**config.mk**
```make
export PLATFORM = sky130hd
export DESIGN_NAME = sample_mean_and_std_deviation
export DESIGN_NICKNAME = d
export VERILOG_FILES = /design/src/rtl/msd_pkg.sv /design/src/rtl/msd_front.sv /design/src/rtl/msd_queue.sv /design/src/rtl/msd_back.sv /design/src/rtl/sample_mean_and_std_deviation.sv
export SDC_FILE = /design/constraint.sdc
export NUM_CORES = 2
export LEC_CHECK = 0
export BUFFER_PORTS_ARGS = -buffer_cell sky130_fd_sc_hd__clkbuf_2
export CORE_ASPECT_RATIO = 0.75
export CORE_MARGIN = 8
export CORE_UTILIZATION = 40
export DETAILED_ROUTE_END_ITERATION = 10
export PLACE_DENSITY_LB_ADDON = 0.1
export SLEW_MARGIN = 0
export SYNTH_ARGS = -nofsm -noshare
export SYNTH_HDL_FRONTEND = slang
export SYNTH_SLANG_ARGS = --single-unit
```
**constraint.sdc**
```tcl
create_clock -name clk -period 19.3 [get_ports clk]
set_input_delay 2.895 -clock clk [delete_from_list [all_inputs] [get_ports clk]]
set_output_delay 2.895 -clock clk [all_outputs]
set_load 0.05 [all_outputs]
```
**src/rtl/msd_pkg.sv**
```systemverilog
// ----------------------------------------------------------------------------
// msd_pkg: shared types and constants for the mean / std deviation block
// Word layouts, internal widths and the engine state encoding.
// ----------------------------------------------------------------------------
`default_nettype none

package msd_pkg;

    localparam int SAMPLE_W    = 24;  // sample field width
    localparam int CNT_W       = 11;  // count field, holds 0..1024
    localparam int SUM_W       = 34;  // 1024 * (2^24-1) fits
    localparam int SQ_W        = 58;  // 1024 * (2^24-1)^2 fits
    localparam int RES_W       = 32;  // mean / deviation field width
    localparam int PROD_A_W    = 29;  // multiplier operand A
    localparam int PROD_B_W    = 17;  // multiplier operand B
    localparam int PROD_W      = PROD_A_W + PROD_B_W;
    localparam int ACC_W       = 69;  // n*sumsq and sum^2
    localparam int VAR_W       = 86;  // (n*sumsq - sum^2) << 16, rounded up to even
    localparam int ROOT_W      = VAR_W / 2;
    localparam int SQREM_W     = ROOT_W + 3;
    localparam int DVD_W       = 43;  // dividend / quotient register
    localparam int ITER_W      = 6;
    localparam int MUL_STEPS   = 5;   // partial products
    localparam int SQRT_STEPS  = ROOT_W;
    localparam int DIV_STEPS   = DVD_W;
    localparam int QUEUE_DEPTH = 2;

    typedef struct packed {
        logic [SAMPLE_W-1:0] sample;
        logic                sample_valid;
        logic                last;
    } msd_in_t;

    typedef struct packed {
        logic [CNT_W-1:0] count;
        logic [RES_W-1:0] mean_fixed;
        logic [RES_W-1:0] stddev_fixed;
        logic             overflow;
    } msd_out_t;

    // One closed set handed from the accumulator to the engine
    typedef struct packed {
        logic [CNT_W-1:0] count;
        logic [SUM_W-1:0] sum;
        logic [SQ_W-1:0]  sumsq;
        logic             overflow;
    } msd_set_t;

    typedef struct packed {
        logic     en;
        msd_set_t data;
    } msd_qwr_t;

    typedef enum logic [2:0] {
        ST_IDLE,
        ST_MUL,
        ST_SUB,
        ST_SQRT,
        ST_DIV_MEAN,
        ST_DIV_SD,
        ST_DONE
    } msd_state_t;

endpackage

`default_nettype wire

```
**src/rtl/msd_front.sv**
```systemverilog
// ----------------------------------------------------------------------------
// msd_front: sample accumulator
// Takes one word per cycle while accept is high, keeps count / sum / sum of
// squares and hands a closed set to the queue on last.
// ----------------------------------------------------------------------------
`default_nettype none

module msd_front #(
    parameter int MAX_SAMPLES = 1024,
    parameter int SAMPLE_BITS = 24
) (
    input  wire logic             clk,
    input  wire logic             rst_n,
    input  wire logic             accept,
    input  wire msd_pkg::msd_in_t item,
    output msd_pkg::msd_qwr_t     qwr
);

    localparam logic [msd_pkg::SAMPLE_W-1:0] MASK =
        msd_pkg::SAMPLE_W'((33'd1 << SAMPLE_BITS) - 33'd1);

    logic [msd_pkg::CNT_W-1:0] count_reg, count_next;
    logic [msd_pkg::SUM_W-1:0] sum_reg, sum_next;
    logic [msd_pkg::SQ_W-1:0]  sq_reg, sq_next;
    logic                      drop_reg, drop_next;

    logic [msd_pkg::SAMPLE_W-1:0]   s;
    logic [2*msd_pkg::SAMPLE_W-1:0] s_sq;
    logic                           room, take;

    assign s    = item.sample & MASK;
    assign s_sq = s * s;
    assign room = count_reg < msd_pkg::CNT_W'(MAX_SAMPLES);
    assign take = accept && item.sample_valid && room;

    always_comb
    begin
        count_next = count_reg;
        sum_next   = sum_reg;
        sq_next    = sq_reg;
        drop_next  = drop_reg;
        if (take)
        begin
            count_next = count_reg + 1'b1;
            sum_next   = sum_reg + msd_pkg::SUM_W'(s);
            sq_next    = sq_reg + msd_pkg::SQ_W'(s_sq);
        end
        else if (accept && item.sample_valid)
        begin
            drop_next = 1'b1;
        end
    end

    always_comb
    begin
        qwr.en            = accept && item.last;
        qwr.data.count    = count_next;
        qwr.data.sum      = sum_next;
        qwr.data.sumsq    = sq_next;
        qwr.data.overflow = drop_next;
    end

    always_ff @(posedge clk or negedge rst_n)
    begin
        if (!rst_n)
        begin
            count_reg <= '0;
            sum_reg   <= '0;
            sq_reg    <= '0;
            drop_reg  <= 1'b0;
        end
        else if (accept && item.last)
        begin
            count_reg <= '0;
            sum_reg   <= '0;
            sq_reg    <= '0;
            drop_reg  <= 1'b0;
        end
        else
        begin
            count_reg <= count_next;
            sum_reg   <= sum_next;
            sq_reg    <= sq_next;
            drop_reg  <= drop_next;
        end
    end

endmodule

`default_nettype wire

```
**src/rtl/msd_queue.sv**
```systemverilog
// ----------------------------------------------------------------------------
// msd_queue: closed-set queue
// Two-entry FIFO between the accumulator and the statistics engine.
// ----------------------------------------------------------------------------
`default_nettype none

module msd_queue (
    input  wire logic              clk,
    input  wire logic              rst_n,
    input  wire msd_pkg::msd_qwr_t qwr,
    input  wire logic              rd,
    output msd_pkg::msd_set_t      head,
    output logic                   q_full,
    output logic                   q_empty
);

    localparam int PTR_W = $clog2(msd_pkg::QUEUE_DEPTH);

    msd_pkg::msd_set_t mem_reg [msd_pkg::QUEUE_DEPTH];
    logic [PTR_W-1:0]  wp_reg, rp_reg;
    logic [PTR_W:0]    fill_reg;

    logic do_wr, do_rd;

    assign q_full  = fill_reg == (PTR_W+1)'(msd_pkg::QUEUE_DEPTH);
    assign q_empty = fill_reg == '0;
    assign do_wr   = qwr.en && !q_full;
    assign do_rd   = rd && !q_empty;
    assign head    = mem_reg[rp_reg];

    always_ff @(posedge clk)
    begin
        if (do_wr)
        begin
            mem_reg[wp_reg] <= qwr.data;
        end
    end

    always_ff @(posedge clk or negedge rst_n)
    begin
        if (!rst_n)
        begin
            wp_reg   <= '0;
            rp_reg   <= '0;
            fill_reg <= '0;
        end
        else
        begin
            if (do_wr)
            begin
                wp_reg <= wp_reg + 1'b1;
            end
            if (do_rd)
            begin
                rp_reg <= rp_reg + 1'b1;
            end
            fill_reg <= fill_reg + (PTR_W+1)'(do_wr) - (PTR_W+1)'(do_rd);
        end
    end

endmodule

`default_nettype wire

```
**src/rtl/msd_back.sv**
```systemverilog
// ----------------------------------------------------------------------------
// msd_back: statistics engine
// Partial-product multiplier, digit-by-digit square root and a shared
// restoring divider turn one closed set into a result word.
// ----------------------------------------------------------------------------
`default_nettype none

module msd_back #(
    parameter int FRAC_BITS = 8
) (
    input  wire logic              clk,
    input  wire logic              rst_n,
    input  wire logic              q_empty,
    input  wire msd_pkg::msd_set_t head,
    output logic                   q_pop,
    input  wire logic              pop,
    output logic                   empty,
    output msd_pkg::msd_out_t      result
);

    msd_pkg::msd_state_t state_reg, state_next;

    logic [msd_pkg::ITER_W-1:0] iter_reg;

    msd_pkg::msd_set_t job_reg;

    logic [msd_pkg::PROD_W-1:0]  prod_reg;
    logic [msd_pkg::ACC_W-1:0]   acc_a_reg, acc_b_reg;
    logic [msd_pkg::VAR_W-1:0]   var_reg;
    logic [msd_pkg::SQREM_W-1:0] sqrem_reg;
    logic [msd_pkg::ROOT_W-1:0]  root_reg;
    logic [msd_pkg::DVD_W-1:0]   dvd_reg;
    logic [msd_pkg::CNT_W-1:0]   drem_reg;
    logic [msd_pkg::RES_W-1:0]   mean_reg, sd_reg;

    msd_pkg::msd_out_t res_reg;
    logic              res_valid_reg;
    logic              res_load;

    // multiplier operands
    logic [msd_pkg::PROD_A_W-1:0] op_a;
    logic [msd_pkg::PROD_B_W-1:0] op_b;

    // square root step
    logic [msd_pkg::SQREM_W+1:0] sq_rs, sq_trial;
    logic                        sq_ge;

    // divider step
    logic [msd_pkg::CNT_W:0]   dv_r;
    logic                      dv_ge;
    logic [msd_pkg::DVD_W-1:0] dvd_step;
    logic [msd_pkg::CNT_W-1:0] drem_step;

    logic last_iter_sqrt, last_iter_div;

    assign last_iter_sqrt = iter_reg == msd_pkg::ITER_W'(msd_pkg::SQRT_STEPS - 1);
    assign last_iter_div  = iter_reg == msd_pkg::ITER_W'(msd_pkg::DIV_STEPS - 1);

    always_comb
    begin
        op_a = '0;
        op_b = '0;
        case (iter_reg)
            6'd0:
            begin
                op_a = job_reg.sumsq[28:0];
                op_b = msd_pkg::PROD_B_W'(job_reg.count);
            end
            6'd1:
            begin
                op_a = job_reg.sumsq[57:29];
                op_b = msd_pkg::PROD_B_W'(job_reg.count);
            end
            6'd2:
            begin
                op_a = msd_pkg::PROD_A_W'(job_reg.sum[16:0]);
                op_b = job_reg.sum[16:0];
            end
            6'd3:
            begin
                op_a = msd_pkg::PROD_A_W'(job_reg.sum[16:0]);
                op_b = job_reg.sum[33:17];
            end
            6'd4:
            begin
                op_a = msd_pkg::PROD_A_W'(job_reg.sum[33:17]);
                op_b = job_reg.sum[33:17];
            end
            default:
            begin
                op_a = '0;
                op_b = '0;
            end
        endcase
    end

    assign sq_rs    = {sqrem_reg, var_reg[msd_pkg::VAR_W-1 -: 2]};
    assign sq_trial = (msd_pkg::SQREM_W+2)'({root_reg, 2'b01});
    assign sq_ge    = sq_rs >= sq_trial;

    assign dv_r      = {drem_reg, dvd_reg[msd_pkg::DVD_W-1]};
    assign dv_ge     = dv_r >= {1'b0, job_reg.count};
    assign drem_step = dv_ge ? msd_pkg::CNT_W'(dv_r - {1'b0, job_reg.count})
                             : msd_pkg::CNT_W'(dv_r);
    assign dvd_step  = {dvd_reg[msd_pkg::DVD_W-2:0], dv_ge};

    // next state
    always_comb
    begin
        state_next = state_reg;
        case (state_reg)
            msd_pkg::ST_IDLE:
            begin
                if (!q_empty)
                begin
                    state_next = (head.count == '0) ? msd_pkg::ST_DONE : msd_pkg::ST_MUL;
                end
            end
            msd_pkg::ST_MUL:
            begin
                if (iter_reg == msd_pkg::ITER_W'(msd_pkg::MUL_STEPS))
                begin
                    state_next = msd_pkg::ST_SUB;
                end
            end
            msd_pkg::ST_SUB:
            begin
                state_next = msd_pkg::ST_SQRT;
            end
            msd_pkg::ST_SQRT:
            begin
                if (last_iter_sqrt)
                begin
                    state_next = msd_pkg::ST_DIV_MEAN;
                end
            end
            msd_pkg::ST_DIV_MEAN:
            begin
                if (last_iter_div)
                begin
                    state_next = msd_pkg::ST_DIV_SD;
                end
            end
            msd_pkg::ST_DIV_SD:
            begin
                if (last_iter_div)
                begin
                    state_next = msd_pkg::ST_DONE;
                end
            end
            msd_pkg::ST_DONE:
            begin
                if (res_load)
                begin
                    state_next = msd_pkg::ST_IDLE;
                end
            end
            default:
            begin
                state_next = msd_pkg::ST_IDLE;
            end
        endcase
    end

    // control outputs
    always_comb
    begin
        q_pop    = (state_reg == msd_pkg::ST_IDLE) && !q_empty;
        res_load = (state_reg == msd_pkg::ST_DONE) && (!res_valid_reg || pop);
    end

    always_ff @(posedge clk or negedge rst_n)
    begin
        if (!rst_n)
        begin
            state_reg     <= msd_pkg::ST_IDLE;
            res_valid_reg <= 1'b0;
        end
        else
        begin
            state_reg <= state_next;
            if (res_load)
            begin
                res_valid_reg <= 1'b1;
            end
            else if (pop)
            begin
                res_valid_reg <= 1'b0;
            end
        end
    end

    // datapath
    always_ff @(posedge clk)
    begin
        case (state_reg)
            msd_pkg::ST_IDLE:
            begin
                job_reg   <= head;
                iter_reg  <= '0;
                acc_a_reg <= '0;
                acc_b_reg <= '0;
                mean_reg  <= '0;
                sd_reg    <= '0;
            end
            msd_pkg::ST_MUL:
            begin
                prod_reg <= op_a * op_b;
                iter_reg <= iter_reg + 1'b1;
                case (iter_reg)
                    6'd1: acc_a_reg <= acc_a_reg + msd_pkg::ACC_W'(prod_reg);
                    6'd2: acc_a_reg <= acc_a_reg + (msd_pkg::ACC_W'(prod_reg) << 29);
                    6'd3: acc_b_reg <= acc_b_reg + msd_pkg::ACC_W'(prod_reg);
                    6'd4: acc_b_reg <= acc_b_reg + (msd_pkg::ACC_W'(prod_reg) << 18);
                    6'd5: acc_b_reg <= acc_b_reg + (msd_pkg::ACC_W'(prod_reg) << 34);
                    default: ;
                endcase
            end
            msd_pkg::ST_SUB:
            begin
                // sum^2 never exceeds n*sumsq for a real set; guard anyway
                if (acc_b_reg <= acc_a_reg)
                begin
                    var_reg <= msd_pkg::VAR_W'(acc_a_reg - acc_b_reg) << (2 * FRAC_BITS);
                end
                else
                begin
                    var_reg <= '0;
                end
                sqrem_reg <= '0;
                root_reg  <= '0;
                iter_reg  <= '0;
            end
            msd_pkg::ST_SQRT:
            begin
                var_reg   <= var_reg << 2;
                sqrem_reg <= sq_ge ? msd_pkg::SQREM_W'(sq_rs - sq_trial)
                                   : msd_pkg::SQREM_W'(sq_rs);
                root_reg  <= {root_reg[msd_pkg::ROOT_W-2:0], sq_ge};
                iter_reg  <= iter_reg + 1'b1;
                if (last_iter_sqrt)
                begin
                    iter_reg <= '0;
                    dvd_reg  <= msd_pkg::DVD_W'(job_reg.sum) << FRAC_BITS;
                    drem_reg <= '0;
                end
            end
            msd_pkg::ST_DIV_MEAN:
            begin
                dvd_reg  <= dvd_step;
                drem_reg <= drem_step;
                iter_reg <= iter_reg + 1'b1;
                if (last_iter_div)
                begin
                    mean_reg <= dvd_step[msd_pkg::RES_W-1:0];
                    iter_reg <= '0;
                    dvd_reg  <= msd_pkg::DVD_W'(root_reg);
                    drem_reg <= '0;
                end
            end
            msd_pkg::ST_DIV_SD:
            begin
                dvd_reg  <= dvd_step;
                drem_reg <= drem_step;
                iter_reg <= iter_reg + 1'b1;
                if (last_iter_div)
                begin
                    sd_reg <= dvd_step[msd_pkg::RES_W-1:0];
                end
            end
            msd_pkg::ST_DONE:
            begin
                if (res_load)
                begin
                    res_reg.count        <= job_reg.count;
                    res_reg.mean_fixed   <= mean_reg;
                    res_reg.stddev_fixed <= sd_reg;
                    res_reg.overflow     <= job_reg.overflow;
                end
            end
            default: ;
        endcase
    end

    assign empty  = !res_valid_reg;
    assign result = res_reg;

endmodule

`default_nettype wire

```
**src/rtl/sample_mean_and_std_deviation.sv**
```systemverilog
// ----------------------------------------------------------------------------
// sample_mean_and_std_deviation: running mean and population std deviation
// Accumulates unsigned samples and reports count, mean and deviation per set.
// ----------------------------------------------------------------------------
// Push one word per cycle: samples with sample_valid set are added to the
// running count, sum and sum of squares, and a word with last set closes the
// set (its own sample counted first). Sample taking runs at one word per
// clock while full is low; full rises only while two closed sets wait for
// the statistics engine. The engine takes one set at a time through a load,
// the partial-product multiplier, a subtract, the square root and the shared
// restoring divider (mean, then deviation), then writes the result register.
// Results come out in set order through the empty / pop side; a finished
// result waits in its register while the accumulator and the engine go on,
// the engine only up to the end of the next set. Results are floor(sum*2^F/n)
// and floor(isqrt(2^2F*(n*sumsq - sum^2))/n), truncated to 32 bits; an empty
// set gives zeros. Samples past MAX_SAMPLES are dropped and flagged.
`default_nettype none

module sample_mean_and_std_deviation #(
    parameter int MAX_SAMPLES = 1024,
    parameter int SAMPLE_BITS = 24,
    parameter int FRAC_BITS   = 8
) (
    input  wire logic             clk,
    input  wire logic             rst_n,
    input  wire logic             push,
    output logic                  full,
    input  wire msd_pkg::msd_in_t item,
    output logic                  empty,
    input  wire logic             pop,
    output msd_pkg::msd_out_t     result
);

    msd_pkg::msd_qwr_t qwr;
    msd_pkg::msd_set_t head;
    logic              q_full, q_empty, q_pop;
    logic              accept;

    // conservative: hold off new words whenever the set queue is full
    assign full   = q_full;
    assign accept = push && !q_full;

    msd_front #(
        .MAX_SAMPLES(MAX_SAMPLES),
        .SAMPLE_BITS(SAMPLE_BITS)
    ) u_front (
        .clk   (clk),
        .rst_n (rst_n),
        .accept(accept),
        .item  (item),
        .qwr   (qwr)
    );

    msd_queue u_queue (
        .clk    (clk),
        .rst_n  (rst_n),
        .qwr    (qwr),
        .rd     (q_pop),
        .head   (head),
        .q_full (q_full),
        .q_empty(q_empty)
    );

    msd_back #(
        .FRAC_BITS(FRAC_BITS)
    ) u_back (
        .clk    (clk),
        .rst_n  (rst_n),
        .q_empty(q_empty),
        .head   (head),
        .q_pop  (q_pop),
        .pop    (pop),
        .empty  (empty),
        .result (result)
    );

endmodule

`default_nettype wire

```
==> Word-level counts from Yosys, hierarchy flattened <==
Memory sizes are Yosys's and may differ from the RTL's.
Index checks and enable logic that the tools add are counted.
{ "op_classes": {"n_addsub": 16, "mul": 2, "magnitude_cmp": 4, "eq_ne": 21, "muxes": 44, "reduce_logical": 36} }
{ "ops": {"columns": ["operator", "count"], "rows": [
  ["$pmux 69 s2", 3],
  ["$pmux 69 s3", 1],
  ["$pmux 86 s2", 1],
  ["$add 69x46->69", 2],
  ["$add 69x69->69", 2],
  ["$pmux 43 s3", 1],
  ["$pmux 32 s2", 2],
  ["$mux 58", 2],
  ["$pmux 29 s4", 1],
  ["$pmux 46 s2", 1],
  ["$mux 43", 2],
  ["$mux 86", 1],
  ["$pmux 43 s2", 1],
  ["$sub 69x69->70", 1],
  ["$add 69x64->69", 1],
  ["$le 69x69->1", 1],
  ["$mux 34", 2],
  ["$add 58x48->58", 1],
  ["$mux 11", 5],
  ["$pmux 17 s3", 1],
  ["$ge 48x45->1", 1],
  ["$mul 24x24->48", 1],
  ["$mul 29x17->46", 1],
  ["$mux 46", 1],
  ["other kinds (41)", 87]
]} }
{ "totals": {"regBits": 775, "ramBits": 208, "in_bits": 30, "output_inout_bits": 78, "wordCells": 152, "memories": 1} }
{ "mem_list": {"columns": ["name", "depth", "word_bits", "rd", "rd_clocked_by_memory_dff", "write_ports", "line_no", "text"], "rows": [
  ["u_queue.mem_reg", 2, 104, 1, 0, 1, "msd_queue.sv:19", "msd_pkg::msd_set_t mem_reg [msd_pkg::QUEUE_DEPTH];"]
]} }

==> Longest topological paths before layout <==
{ "depth": {"word_depth": 7, "mapped_depth": 33, "depth_no_buf": 32} }

==> Modules after synthesis <==
Synthesis repeated with hierarchy kept, for this count alone.
{ "unflattened": {"cells_unflattened": 9761, "area_unflattened_um2": 93300.7} }
{ "by_module_without_submodules": {"columns": ["module", "n_inst", "cells_per_inst", "area_each_um2", "seq_area_each_um2"], "rows": [
  ["msd_back", 1, 6695, 61318.8, 19528.7],
  ["msd_front", 1, 2723, 24014.3, 2602.5],
  ["msd_queue", 1, 342, 7953.9, 6346.1],
  ["sample_mean_and_std_deviation", 1, 1, 13.8, 0.0]
]} }

==> Worst setup path before layout <==
OpenSTA, ideal clock, no wires.
{ "synth_timing": {"path_kind": "in2reg", "start": "input item[10] (netlist bit)", "end": "memory u_queue.mem_reg[0][55] (netlist bit) (data pin)", "arrival_ps": 9936, "t_required_ps": 19022, "path_slack_ps": 9085, "path_stages": 28, "path_cell_list": "clkbuf_1 clkbuf_1 nand2_1 fa_1 inv_1 fa_1 fa_1 inv_1 fa_1 inv_1 fa_1 inv_1 fa_1 inv_1 fa_1 ha_1 clkbuf_1 a21oi_1 o211ai_1 a221o_1 a211oi_1 o31ai_1 a31oi_1 o41ai_1 a2111o_1 o21ai_1 nor3_1 xor2_1"} }
{ "synth_lines": {"columns": ["item", "line_no", "text"], "rows": [
  ["start, declared", "sample_mean_and_std_deviation.sv:28", "input wire msd_pkg::msd_in_t item,"],
  ["end, declared", "msd_queue.sv:19", null]
]} }

==> impl_metrics.toml <==
[power]
p_int_mw = 8.151
ir_drop_mv = 0.5630
power.density_mw_per_mm2 = 165.2
p_seq_frac = 0.184
p_total_mw = 16.45
combPwrFrac = 0.684
clkPwrFrac = 0.132
switching_power_mw = 8.303
p_leak_nw = 43.64
swShare = 0.5046

[synthesis]
ys_ff_latch = 967
yosys-top-cells-count = "inv_1 (1242), nand2_1 (1118), fa_1 (883), edfxtp_1 (855), nor2_1 (672)"
synth-main-ff-cell = "edfxtp_1"
synth_area_leaders = "edfxtp_1 (28%), fa_1 (19%), ha_1 (9.1%)"
yosys_warnings = 0
synth_top_area_frac = 0.2786
syn_inst = 9559
async_reset_ff_frac = 0.1158
netlist_area_mm2 = 0.09216
syn_avg_cell_area_um2 = 9.641
synth_seq_area_share = 0.3090
syn-num-nets = 11141
yosysUniqueCellTypes = 92
synth.most_common_cell = "inv_1"
synth_edf_count = 855
yosys.area.top_type = "edfxtp_1"

[sta]
report.final.slew_viol_count = 0
setup-tns-final_ns = 0
slew-limit-headroom = 0.2170
worst_hold_slack_ns = 0.4102
max_freq_mhz = 90.32
setup_viol = 0
finClkSkew_ns = 0.06109
worst_pin_slew_ns = 1.172
period_needed_ns = 11.07
hold_viol_final = 0
rsz0062_at_grt = "no"
min_period_over_period = 0.5737

[flow_run]
max_cap_violations = 0

[floorplan]
row_count = 152
die_x_um = 570.3
dieArea_mm2 = 0.2462
boundaryPins = 108
core-area_mm2 = 0.2290
die_h_um = 431.7
initial_core_util = 0.4025

[grt]
grt.total_usage = 0.2481
grt-ovfl-total = 0
grt_pass1_vias = 70230
grt_start_max_net_pins = 80
grt_pass1_wl_um = 462300
antenna_found_initial = 14

[place]
dp_hpwl_um = 242700
gp_congestion = 0.9410
port_buffers = 107
place_area_mm2 = 0.09598

[clocking]
clk_latency_ns = 0.74
cts_sinks = 967
clockBufferDepth = 3
hold_buffers = 0
root_buffer = "clkbuf_16"
ctsResizeCount = 0
cts_tree = "done"
cts.clk_slew.worst_paths_ns = 0.07
post_cts_buffers = 0
cts_made_buffers = 106
htree_levels = 3

[critical_path]
crit_type = "input port to register"
reg2reg_depth = 29
critPathMaxStageDelay_ns = 0.61
r2r_slack_ns = 9.03
critPathMaxFanout = 21
cp_common_cell = "fa_1"
timing.rr.end = "u_back.prod_reg[45]$_DFFE_PP_"
critPathBufInv = 5
reg2reg_from = "u_back.iter_reg[2]$_DFFE_PP_"
crit_cells = 25
cp-end-kind = "register"
worst-endpoint-arrival_ns = 11.49
cp-start-kind = "input port"
required_ns = 19.72
path_delay_family = "adder cells"
cp_slowest_cell = "a211oi_1"

[cells_and_area]
final_nets = 11050
syn_to_final_growth_pct = 8.085
drive_above_1_share = 0.06026
finalInstanceArea_mm2 = 0.09961
largest_register_ffs = 208

[routing]
antenna_left = 0
wl_per_cell_um = 24.55
remaining_drc_errors = 0
vias = 70319
drt_pass1_iterations = 9
via_per_inst = 5.561
first_iter_violations = 6343
totalWireLength_um = 310400

[status]
status = "complete, no violations"

[min_path]
hold_path_class = "register to register"
worst_hold_path.endpoint = "u_back.result[44]$_DFFE_PP_"
hp-start = "u_back.mean_reg[11]$_SDFFCE_PN0P_"
hold_depth = 0
## cells by family (layout without fill, tap and decap cells)
| kind of cell | count (synthesis) | after routing | synth area share |
|---|---|---|---|
| AO/OA/AOI/OAI | 1996 | 1996 | 0.1402 |
| XOR/XNOR | 481 | 481 | 0.04571 |
| adder cells (fa/ha/maj) | 1552 | 1552 | 0.2826 |
| buffers and inverters | 1670 | 1669 | 0.06852 |
| flip-flops | 967 | 967 | 0.3090 |
| multiplexers | 165 | 165 | 0.01941 |
| other | 0 | 7 | 0 |
| AND/OR/NAND/NOR | 2728 | 2728 | 0.1345 |
## per-layer routing
metal	global-route usage	wire length (um)	up-vias
li1	-	-	32290
met1	0.3674	144800	35119
met2	0.3733	131600	2499
met3	0.04441	24420	403
met4	0.06636	9521	8
met5	0	58	-
## cell usage in the layout, fill, tap and decap left out, types with 38 or more instances in the layout
master and count:
ha_1 669, nor3_1 78, o21bai_1 78, a221oi_1 38, nand2_1 1115, buf_4 120, mux2_2 110, edfxtp_1 855
nor2_1 667, a31oi_1 52, nor2b_1 53, clkbuf_2 106, nand4_1 98, o21ai_0 254, mux2i_1 55, dfrtp_1 110
inv_1 1240, a22o_1 51, fa_1 883, and2_1 286, xnor2_1 295, nand2b_1 59, o21ai_1 110, and3_1 103
xor2_1 186, o31ai_1 77, a211oi_1 64, o22ai_1 41, a21oi_1 603, a22oi_1 59, nand3_1 125, o21a_1 54
clkbuf_16 106, a21o_1 275
## stage by stage
stage / utilization / setup WS, ns / cells
global route: 0.4350 / 7.670 / 12639
global placement: 0.4191 / 7.800 / 12440
CTS: 0.4349 / 8.293 / 12638
floorplan: - / 9.085 / 9559
finish: 0.4350 / 8.228 / 12645
detailed placement: 0.4191 / 7.570 / 12440
## worst max path at each step
stage / from / end / slack, ns
detailed placement: item[11] / u_queue.mem_reg[1][57]$_DFFE_PP_ / 7.57
global route: item[11] / u_queue.mem_reg[1][57]$_DFFE_PP_ / 7.67
global placement: item[9] / u_queue.mem_reg[0][57]$_DFFE_PP_ / 7.80
floorplan: item[10] / u_queue.mem_reg[0][55]$_DFFE_PP_ / 9.09
finish: item[11] / u_queue.mem_reg[1][57]$_DFFE_PP_ / 8.23
CTS: item[11] / u_queue.mem_reg[1][57]$_DFFE_PP_ / 8.29
## power groups by stage
stage	logic, mW	registers [mW]	clock network, mW
3_3_place_gp	11.2	3.08	0
4_1_cts	11.2	3.04	2.21
6_report	11.3	3.03	2.17
3_5_place_dp	11.1	3.08	0
5_1_grt	12.5	3.06	2.28
2_1_floorplan	7.76	2.94	0
## cell type report
| type | count | area [um2] |
|---|---|---|
| inverter | 1244 | 4672 |
| antenna | 7 | 17.52 |
| timing repair buffer | 227 | 1443 |
| clock buffer | 127 | 2751 |
| sequential | 967 | 28480 |
| clock inverter | 71 | 865.8 |
| tap | 3080 | 3854 |
| fill | 22287 | 129400 |
| multi-input combinational | 6922 | 57530 |
No activity file was read; power rests on OpenSTA's default activity.
